## config.mk

```make
export PLATFORM = sky130hd
export DESIGN_NAME = keypad_pin_lock_controller
export DESIGN_NICKNAME = d
export VERILOG_FILES = /design/src/rtl/kplc_pkg.sv /design/src/rtl/keypad_pin_lock_controller.sv /design/src/rtl/kplc_csr.sv /design/src/rtl/kplc_core.sv
export SDC_FILE = /design/constraint.sdc
export NUM_CORES = 1
export LEC_CHECK = 0
export ABC_AREA = 1
export BUFFER_PORTS_ARGS = -buffer_cell sky130_fd_sc_hd__buf_2
export CAP_MARGIN = 5
export CELL_PAD_IN_SITES_DETAIL_PLACEMENT = 1
export CELL_PAD_IN_SITES_GLOBAL_PLACEMENT = 1
export CORE_UTILIZATION = 49
export CTS_CLUSTER_SIZE = 40
export DETAILED_ROUTE_END_ITERATION = 8
export PLACE_DENSITY = 0.95
export SLEW_MARGIN = 20
export SYNTH_ARGS = -nofsm -noshare
export SYNTH_HDL_FRONTEND = slang
export SYNTH_SLANG_ARGS = --single-unit
```

## constraint.sdc

```tcl
create_clock -name clock -period 5.61 [get_ports clock]
set_input_delay 0 -clock clock [delete_from_list [all_inputs] [get_ports clock]]
set_output_delay 0 -clock clock [all_outputs]
set_load 0.05 [all_outputs]
```

## src/rtl/kplc_pkg.sv

```systemverilog
// Package for the keypad PIN lock controller.
// Holds shared types, mode and key codes, register indexes and sizes.
// No dependencies.
`timescale 1ns / 1ps
`default_nettype none

package kplc_pkg;

   // Digit buffer depth
   localparam int MAX_DIGITS   = 8;
   localparam int CNT_W        = $clog2(MAX_DIGITS + 1);
   localparam int ADDR_W       = $clog2(MAX_DIGITS);
   localparam int CMP_W        = (CNT_W > 4) ? CNT_W : 4;
   // The code register carries eight nibbles
   localparam int CODE_NIBBLES = 8;

   localparam int ELAPSED_W    = 20;
   localparam int CSR_IDX_W    = 3;
   localparam int CSR_DATA_W   = 32;

   // Result mode codes
   localparam logic [2:0] MODE_IDLE    = 3'd0;
   localparam logic [2:0] MODE_ENTRY   = 3'd1;
   localparam logic [2:0] MODE_GRANTED = 3'd2;
   localparam logic [2:0] MODE_OPEN    = 3'd3;
   localparam logic [2:0] MODE_DENIED  = 3'd4;
   localparam logic [2:0] MODE_LOCKOUT = 3'd5;

   // Key codes
   localparam logic [3:0] KEY_DIGIT_MAX = 4'd9;
   localparam logic [3:0] KEY_STAR      = 4'd10;
   localparam logic [3:0] KEY_HASH      = 4'd11;

   localparam logic [3:0] FAIL_MAX = 4'd15;

   // Register indexes
   localparam logic [CSR_IDX_W-1:0] CSR_CODE_DIGITS  = 3'd0;
   localparam logic [CSR_IDX_W-1:0] CSR_CODE_LENGTH  = 3'd1;
   localparam logic [CSR_IDX_W-1:0] CSR_MAX_FAILURES = 3'd2;
   localparam logic [CSR_IDX_W-1:0] CSR_IDLE_TIMEOUT = 3'd3;
   localparam logic [CSR_IDX_W-1:0] CSR_LOCKOUT      = 3'd4;
   localparam logic [CSR_IDX_W-1:0] CSR_OPEN_TIMEOUT = 3'd5;

   typedef struct packed {
      logic [31:0]          code_digits;
      logic [3:0]           code_length;
      logic [3:0]           max_failures;
      logic [ELAPSED_W-1:0] idle_timeout_ms;
      logic [ELAPSED_W-1:0] lockout_ms;
      logic [ELAPSED_W-1:0] open_timeout_ms;
   } cfg_type;

   typedef struct packed {
      logic       key_valid;
      logic [3:0] key_code;
      logic       motion;
      logic       door_closed;
   } req_type;

   typedef struct packed {
      logic [2:0] mode;
      logic       bolt_locked;
      logic       green_lamp;
      logic       red_lamp;
      logic [3:0] digits_held;
      logic [3:0] failures;
   } rsp_type;

endpackage

`default_nettype wire

```

## src/rtl/keypad_pin_lock_controller.sv

```systemverilog
// Top level of the keypad PIN lock controller: input word register, lock core,
// configuration bank and result word register.
// Depends on kplc_pkg, kplc_csr and kplc_core.
//
//   channel   ports                          direction  handshake
//   req       req_valid/ready + 4 fields     in         valid/ready
//   rsp       rsp_valid/ready + 6 fields     out        valid/ready
//   csr       csr_write_enable/index/wdata   in         write strobe, no wait
//
// One word per clock while the result register is free or draining; each word
// yields one result word, through the input register and then the result register.
// The lock state commits when a word moves from the input register to the
// result register, so back-to-back words each see their predecessor's update.
// A stalled result holds the result register; the input register still takes
// one more word, after which req_ready drops until rsp_ready returns.
// Synchronous active-high reset empties both registers and returns the lock
// to idle, disarmed, with zero digits, failures and elapsed time.
`timescale 1ns / 1ps
`default_nettype none

module keypad_pin_lock_controller (
   input  wire logic                            clock,
   input  wire logic                            reset,
   // input words
   input  wire logic                            req_valid,
   output      logic                            req_ready,
   input  wire logic                            req_key_valid,
   input  wire logic [3:0]                      req_key_code,
   input  wire logic                            req_motion,
   input  wire logic                            req_door_closed,
   // result words
   output      logic                            rsp_valid,
   input  wire logic                            rsp_ready,
   output      logic [2:0]                      rsp_mode,
   output      logic                            rsp_bolt_locked,
   output      logic                            rsp_green_lamp,
   output      logic                            rsp_red_lamp,
   output      logic [3:0]                      rsp_digits_held,
   output      logic [3:0]                      rsp_failures,
   // configuration
   input  wire logic                            csr_write_enable,
   input  wire logic [kplc_pkg::CSR_IDX_W-1:0]  csr_index,
   input  wire logic [kplc_pkg::CSR_DATA_W-1:0] csr_wdata
);

   kplc_pkg::cfg_type cfg;
   kplc_pkg::req_type req_ff;
   kplc_pkg::rsp_type rsp_ff, result;
   logic              s1_valid_ff;
   logic              rsp_valid_ff;
   logic              advance;
   logic              req_take;

   // word moves to the result register when that register is free or draining
   assign advance   = s1_valid_ff && (!rsp_valid_ff || rsp_ready);
   assign req_ready = !s1_valid_ff || advance;
   assign req_take  = req_valid && req_ready;

   always_ff @(posedge clock) begin
      if (reset) begin
         s1_valid_ff  <= 1'b0;
         rsp_valid_ff <= 1'b0;
      end else begin
         if (req_take)     s1_valid_ff <= 1'b1;
         else if (advance) s1_valid_ff <= 1'b0;
         if (advance)        rsp_valid_ff <= 1'b1;
         else if (rsp_ready) rsp_valid_ff <= 1'b0;
      end
   end

   // payload registers, no reset
   always_ff @(posedge clock) begin
      if (req_take) begin
         req_ff.key_valid   <= req_key_valid;
         req_ff.key_code    <= req_key_code;
         req_ff.motion      <= req_motion;
         req_ff.door_closed <= req_door_closed;
      end
      if (advance) rsp_ff <= result;
   end

   kplc_csr u_csr (
      .clock            (clock),
      .reset            (reset),
      .csr_write_enable (csr_write_enable),
      .csr_index        (csr_index),
      .csr_wdata        (csr_wdata),
      .cfg              (cfg)
   );

   kplc_core u_core (
      .clock  (clock),
      .reset  (reset),
      .step   (advance),
      .item   (req_ff),
      .cfg    (cfg),
      .result (result)
   );

   assign rsp_valid       = rsp_valid_ff;
   assign rsp_mode        = rsp_ff.mode;
   assign rsp_bolt_locked = rsp_ff.bolt_locked;
   assign rsp_green_lamp  = rsp_ff.green_lamp;
   assign rsp_red_lamp    = rsp_ff.red_lamp;
   assign rsp_digits_held = rsp_ff.digits_held;
   assign rsp_failures    = rsp_ff.failures;

endmodule

`default_nettype wire

```

## src/rtl/kplc_csr.sv

```systemverilog
// Configuration register bank for the keypad PIN lock controller.
// Depends on kplc_pkg.
`timescale 1ns / 1ps
`default_nettype none

module kplc_csr (
   input  wire logic                               clock,
   input  wire logic                               reset,
   input  wire logic                               csr_write_enable,
   input  wire logic [kplc_pkg::CSR_IDX_W-1:0]     csr_index,
   input  wire logic [kplc_pkg::CSR_DATA_W-1:0]    csr_wdata,
   output kplc_pkg::cfg_type                       cfg
);

   kplc_pkg::cfg_type cfg_ff;

   always_ff @(posedge clock) begin
      if (reset) begin
         cfg_ff.code_digits     <= 32'd0;
         cfg_ff.code_length     <= 4'd4;
         cfg_ff.max_failures    <= 4'd3;
         cfg_ff.idle_timeout_ms <= 20'd10000;
         cfg_ff.lockout_ms      <= 20'd30000;
         cfg_ff.open_timeout_ms <= 20'd30000;
      end else if (csr_write_enable) begin
         unique case (csr_index)
            kplc_pkg::CSR_CODE_DIGITS:  cfg_ff.code_digits     <= csr_wdata;
            kplc_pkg::CSR_CODE_LENGTH:  cfg_ff.code_length     <= csr_wdata[3:0];
            kplc_pkg::CSR_MAX_FAILURES: cfg_ff.max_failures    <= csr_wdata[3:0];
            kplc_pkg::CSR_IDLE_TIMEOUT:
               cfg_ff.idle_timeout_ms <= csr_wdata[kplc_pkg::ELAPSED_W-1:0];
            kplc_pkg::CSR_LOCKOUT:
               cfg_ff.lockout_ms      <= csr_wdata[kplc_pkg::ELAPSED_W-1:0];
            kplc_pkg::CSR_OPEN_TIMEOUT:
               cfg_ff.open_timeout_ms <= csr_wdata[kplc_pkg::ELAPSED_W-1:0];
            default: ;  // unmapped index, write dropped
         endcase
      end
   end

   assign cfg = cfg_ff;

endmodule

`default_nettype wire

```

## src/rtl/kplc_core.sv

```systemverilog
// Lock state machine, digit buffer and timers of the keypad PIN lock controller.
// Computes the post-update result combinationally; commits state on step.
// Depends on kplc_pkg.
`timescale 1ns / 1ps
`default_nettype none

module kplc_core (
   input  wire logic              clock,
   input  wire logic              reset,
   input  wire logic              step,
   input  wire kplc_pkg::req_type item,
   input  wire kplc_pkg::cfg_type cfg,
   output kplc_pkg::rsp_type      result
);

   typedef enum logic [2:0] {
      M_IDLE    = kplc_pkg::MODE_IDLE,
      M_ENTRY   = kplc_pkg::MODE_ENTRY,
      M_GRANTED = kplc_pkg::MODE_GRANTED,
      M_OPEN    = kplc_pkg::MODE_OPEN,
      M_DENIED  = kplc_pkg::MODE_DENIED,
      M_LOCKOUT = kplc_pkg::MODE_LOCKOUT
   } mode_type;

   mode_type                          mode_ff, mode_in;
   logic                              armed_ff, armed_in;
   logic [kplc_pkg::CNT_W-1:0]        count_ff, count_in;
   logic [3:0]                        fail_ff, fail_in;
   logic [kplc_pkg::ELAPSED_W-1:0]    elapsed_ff, elapsed_in;
   logic [kplc_pkg::ELAPSED_W-1:0]    tick;
   logic [3:0]                        store_ff [kplc_pkg::MAX_DIGITS];
   logic                              wr_en;
   logic                              match;
   logic                              unlocked;

   // saturating millisecond count
   assign tick = (elapsed_ff == '1) ? elapsed_ff : elapsed_ff + 1'b1;

   // entry compare: length, then each held digit against its code nibble
   always_comb begin
      match = (kplc_pkg::CMP_W'(count_ff) == kplc_pkg::CMP_W'(cfg.code_length));
      for (int i = 0; i < kplc_pkg::MAX_DIGITS; i++) begin
         if (kplc_pkg::CNT_W'(i) < count_ff) begin
            if (i >= kplc_pkg::CODE_NIBBLES) begin
               match = 1'b0;
            end else if (store_ff[i] !=
                         cfg.code_digits[4 * (i % kplc_pkg::CODE_NIBBLES) +: 4]) begin
               match = 1'b0;
            end
         end
      end
   end

   always_comb begin
      mode_in    = mode_ff;
      armed_in   = armed_ff;
      count_in   = count_ff;
      fail_in    = fail_ff;
      elapsed_in = elapsed_ff;
      wr_en      = 1'b0;
      unique case (mode_ff)
         M_IDLE: begin
            if (!armed_ff) begin
               if (!item.motion) armed_in = 1'b1;
            end else if (item.motion) begin
               mode_in    = M_ENTRY;
               elapsed_in = '0;
               count_in   = '0;
            end
         end
         M_ENTRY: begin
            elapsed_in = tick;
            if (tick > cfg.idle_timeout_ms) begin
               mode_in  = M_IDLE;
               count_in = '0;
            end else if (item.key_valid) begin
               elapsed_in = '0;
               unique case (item.key_code)
                  kplc_pkg::KEY_HASH: begin
                     count_in = '0;
                     if (match) begin
                        fail_in = '0;
                        mode_in = M_GRANTED;
                     end else begin
                        if (fail_ff != kplc_pkg::FAIL_MAX) fail_in = fail_ff + 1'b1;
                        mode_in = M_DENIED;
                     end
                  end
                  kplc_pkg::KEY_STAR: count_in = '0;
                  default: begin
                     // letters only restart the timer
                     if (item.key_code <= kplc_pkg::KEY_DIGIT_MAX &&
                         count_ff < kplc_pkg::CNT_W'(kplc_pkg::MAX_DIGITS)) begin
                        wr_en    = 1'b1;
                        count_in = count_ff + 1'b1;
                     end
                  end
               endcase
            end
         end
         M_GRANTED: begin
            mode_in    = M_OPEN;
            elapsed_in = '0;
         end
         M_OPEN: begin
            elapsed_in = tick;
            if (item.door_closed || tick > cfg.open_timeout_ms) mode_in = M_IDLE;
         end
         M_DENIED: begin
            elapsed_in = '0;
            if (fail_ff >= cfg.max_failures) begin
               mode_in = M_LOCKOUT;
            end else begin
               mode_in  = M_ENTRY;
               count_in = '0;
            end
         end
         M_LOCKOUT: begin
            elapsed_in = tick;
            if (tick >= cfg.lockout_ms) begin
               fail_in = '0;
               mode_in = M_IDLE;
            end
         end
         default: mode_in = M_IDLE;
      endcase
   end

   always_ff @(posedge clock) begin
      if (reset) begin
         mode_ff    <= M_IDLE;
         armed_ff   <= 1'b0;
         count_ff   <= '0;
         fail_ff    <= '0;
         elapsed_ff <= '0;
      end else if (step) begin
         mode_ff    <= mode_in;
         armed_ff   <= armed_in;
         count_ff   <= count_in;
         fail_ff    <= fail_in;
         elapsed_ff <= elapsed_in;
      end
   end

   // digit buffer, written at the current count
   always_ff @(posedge clock) begin
      if (step && wr_en) store_ff[count_ff[kplc_pkg::ADDR_W-1:0]] <= item.key_code;
   end

   assign unlocked = (mode_in == M_GRANTED) || (mode_in == M_OPEN);

   always_comb begin
      result.mode        = mode_in;
      result.bolt_locked = !unlocked;
      result.green_lamp  = unlocked;
      result.red_lamp    = (mode_in == M_LOCKOUT);
      result.digits_held = 4'(count_in);
      result.failures    = fail_in;
   end

endmodule

`default_nettype wire

```

==> flow_summary.json <==
{
  "status": "finished, final reports clean",
  "h-tree-depth": 4,
  "tightest_slew_ns": 1.05,
  "cellPowerDensity_nw_per_um2": 282,
  "slew_viol_final": 0,
  "clock_skew_ns": 0.0301,
  "path_class": "reg -> reg",
  "portBuffers": 62,
  "dr.pass1.iters": 7,
  "insertion_delay_ns": 0.48,
  "ys_ff_latch": 187,
  "drt_iter0_markers": 807,
  "synthTopCellsByArea": "dfxtp_1 28%, edfxtp_1 16%, nand2_1 10%, ha_1 8.8%, inv_1 7.0%",
  "numClockSinks": 187,
  "syn_nets": 1373,
  "avgSynthCellArea_um2": 7.68,
  "yosysUniqueCellTypes": 39,
  "synth_ff_type": "dfxtp_1",
  "area_growth_pct": 16.6,
  "yosysMostFrequentCell": "nand2_1",
  "synthCells": 1258,
  "r2r-start": "u_core.elapsed_ff[0]",
  "cp-start-kind": "flip-flop",
  "place.detailed.hpwl_mm": 21.4,
  "reg2reg_to": "u_core.store_ff[5][2]",
  "fin_nets": 1467,
  "synth_top_area_share": 0.278,
  "fp-row-count": 50,
  "power.leakage_uw": 0.00515,
  "fin_crit_sh": 0.864,
  "hold_violations": 0,
  "io_pins": 63,
  "clkTransAtPathRegs_ns": 0.08,
  "min_to": "u_csr.cfg[60]",
  "die_x_um": 142,
  "synth_edf_count": 53,
  "fill_cells": 2376,
  "drt-total-wl_mm": 38.4,
  "setup_violations": 0,
  "rsz0062_at_grt": "false",
  "slew_headroom": 0.300,
  "ant_nets": 0,
  "yosys_warnings": 0,
  "antenna_found_initial": 1,
  "dp_cells": 1549,
  "r2r_slack_ns": 0.76,
  "synth_top_area_cell": "dfxtp_1",
  "die-area_um2": 20300,
  "cp-end-kind": "flip-flop",
  "grt_pass1_wl_mm": 59.5,
  "wl_per_cell_um": 23.6,
  "required_ns": 5.70,
  "grt_pass1_vias": 10900,
  "r2r_cells": 20,
  "gp_congestion": 0.902,
  "grt_start_max_net_pins": 97,
  "final_cells": 1626,
  "maxCapViolCount": 0,
  "vias": 9747,
  "ir_drop_uv": 373,
  "grt_usage": 0.394,
  "critical_path_arrival_ns": 4.94,
  "drive_gt1_frac": 0.0916,
  "post-route-drc-count": 0,
  "min_path_cells": 6,
  "async_reset_ff_frac": 0,
  "cts_buffer_depth": 2,
  "avgViaCountPerCell": 5.99,
  "synth_seq_area_share": 0.442,
  "holdCritStartpoint": "csr_index[2]",
  "synth_common_cells": "262 x nand2_1, 179 x inv_1, 152 x nor2_1",
  "hold_slack_ns": 0.0468,
  "hold_class": "in -> reg",
  "finalWorstSetupSlack_ns": 0.763,
  "initial_core_util": 0.508,
  "dieHeight_um": 142,
  "crit_fanout": 14,
  "root_buffer": "clkbuf_16",
  "core_area_um2": 19000,
  "post-cts-setup-buffer-count": 0,
  "cts_tree": "done",
  "syn-cell-area_um2": 9660,
  "total_power_uw": 3170,
  "max_freq_mhz": 206,
  "numCtsBuffers": 17,
  "dpl_worst_slack_ns": 1.23,
  "fin_setup_tns_ns": 0,
  "overflow": 0,
  "layout_min_cycle_time_ns": 4.85
}
==> cells in the final DEF (no fill, tap or decap), types with 8 or more instances in the layout <==
cell           count
nand2_1          262
inv_1            178
nor2_1           152
dfxtp_1          134
a21oi_1          116
o21ai_0          105
ha_1              68
buf_2             62
edfxtp_1          53
dlygate4sd3_1     44
nand3_1           27
nand4_1           24
xnor2_1           20
o211ai_1          18
clkbuf_16         17
nor3_1            15
xor2_1            11
buf_4              8
==> worst max-delay path by stage <==
| stage | start | end | slack (ns) | cells after the start |
|---|---|---|---|---|
| floorplan | u_core.elapsed_ff[0] | u_core.store_ff[5][0] | 2.20 | 22 |
| global placement | u_core.elapsed_ff[0] | u_core.store_ff[1][1] | 1.55 | 22 |
| detailed placement | u_core.elapsed_ff[0] | u_core.store_ff[2][2] | 1.23 | 21 |
| global route | u_core.elapsed_ff[0] | u_core.store_ff[3][2] | 0.42 | 22 |
| CTS | u_core.elapsed_ff[0] | u_core.store_ff[5][3] | 0.90 | 20 |
| finish | u_core.elapsed_ff[0] | u_core.store_ff[5][2] | 0.76 | 20 |
==> stage by stage <==
stage,instance area (µm²),utilization
2_1_floorplan,9660,-
3_3_place_gp,10200,0.536
3_5_place_dp,10200,0.536
4_1_cts,11300,0.592
5_1_grt,11300,0.593
6_report,11300,0.593
==> metal layers <==
metal / part of all wire / routed length [µm] / global-route usage
met3: 0.071 / 2720 / 0.0983
met2: 0.50 / 19000 / 0.695
met5: 0 / 0 / 0
met4: 0.072 / 2760 / 0.300
met1: 0.36 / 13900 / 0.402
==> area by class of cell <==
cell class | instances | area, µm² | area share
repair buffers | 114 | 811 | 0.0719
clock buffers | 17 | 425 | 0.0377
inverters | 180 | 676 | 0.0600
diodes | 1 | 2.50 | 0.000222
multi-input cells | 852 | 4550 | 0.404
well taps | 260 | 325 | 0.0289
clock inverters | 15 | 204 | 0.0181
flip-flops and latches | 187 | 4270 | 0.379
==> report_power, final <==
part           internal [µW]  switching, µW
clock                    722            660
combinational            101            222
sequential              1430           38.0
total                   2250            920
==> critical path: stages (launching register included) <==
cell	delay, ns
dfxtp_1	0.39
ha_1	0.23
nand3_2	0.12
nor2_1	0.21
nand4_1	0.16
inv_2	0.11
nand2_2	0.18
nand2_2	0.16
nor2_1	0.08
xor2_1	0.36
ha_1	0.24
nand2_1	0.08
nor2_1	0.17
nand2_1	0.09
nor2_2	0.13
nand4_1	0.15
nand2_4	0.18
nand2_1	0.16
inv_1	0.15
nand4_1	0.34
nor3_1	0.78
==> repair_timing <==
action / CTS / global route
resized for setup: 0 / 0
hold buffers: 44 / 0
endpoints found under the setup margin: 0 / 0
endpoints found under the hold margin: 97 / 0
==> state kept, by name (all words and copies together), names as in the netlist <==
| name | cells |
|---|---|
| u_csr.cfg | 100 |
| u_core.store_ff | 32 |
| u_core.elapsed_ff | 20 |
| req_ff | 7 |
| rsp_digits_held | 4 |
| rsp_failures | 4 |
| u_core.count_ff | 4 |
| u_core.fail_ff | 4 |
| rsp_mode | 3 |
| u_core.mode_ff | 3 |
| rsp_bolt_locked | 1 |
| rsp_green_lamp | 1 |
| rsp_red_lamp | 1 |
| rsp_valid | 1 |
| s1_valid_ff | 1 |
| u_core.armed_ff | 1 |
==> cell families (layout without fill, tap and decap cells) <==
group / count (synthesis) / count (layout) / synth area share
and+or+nand+nor: 503 / 503 / 0.216
AOI/OAI and AO/OA: 249 / 249 / 0.138
buffers and inverters: 219 / 326 / 0.0871
DFF: 187 / 187 / 0.442
adders and majority gates: 68 / 68 / 0.0880
xor gates and xnor gates: 31 / 31 / 0.0281
muxes: 1 / 1 / 0.00104
other: 0 / 1 / 0
Power figures use the tool's default switching activity.
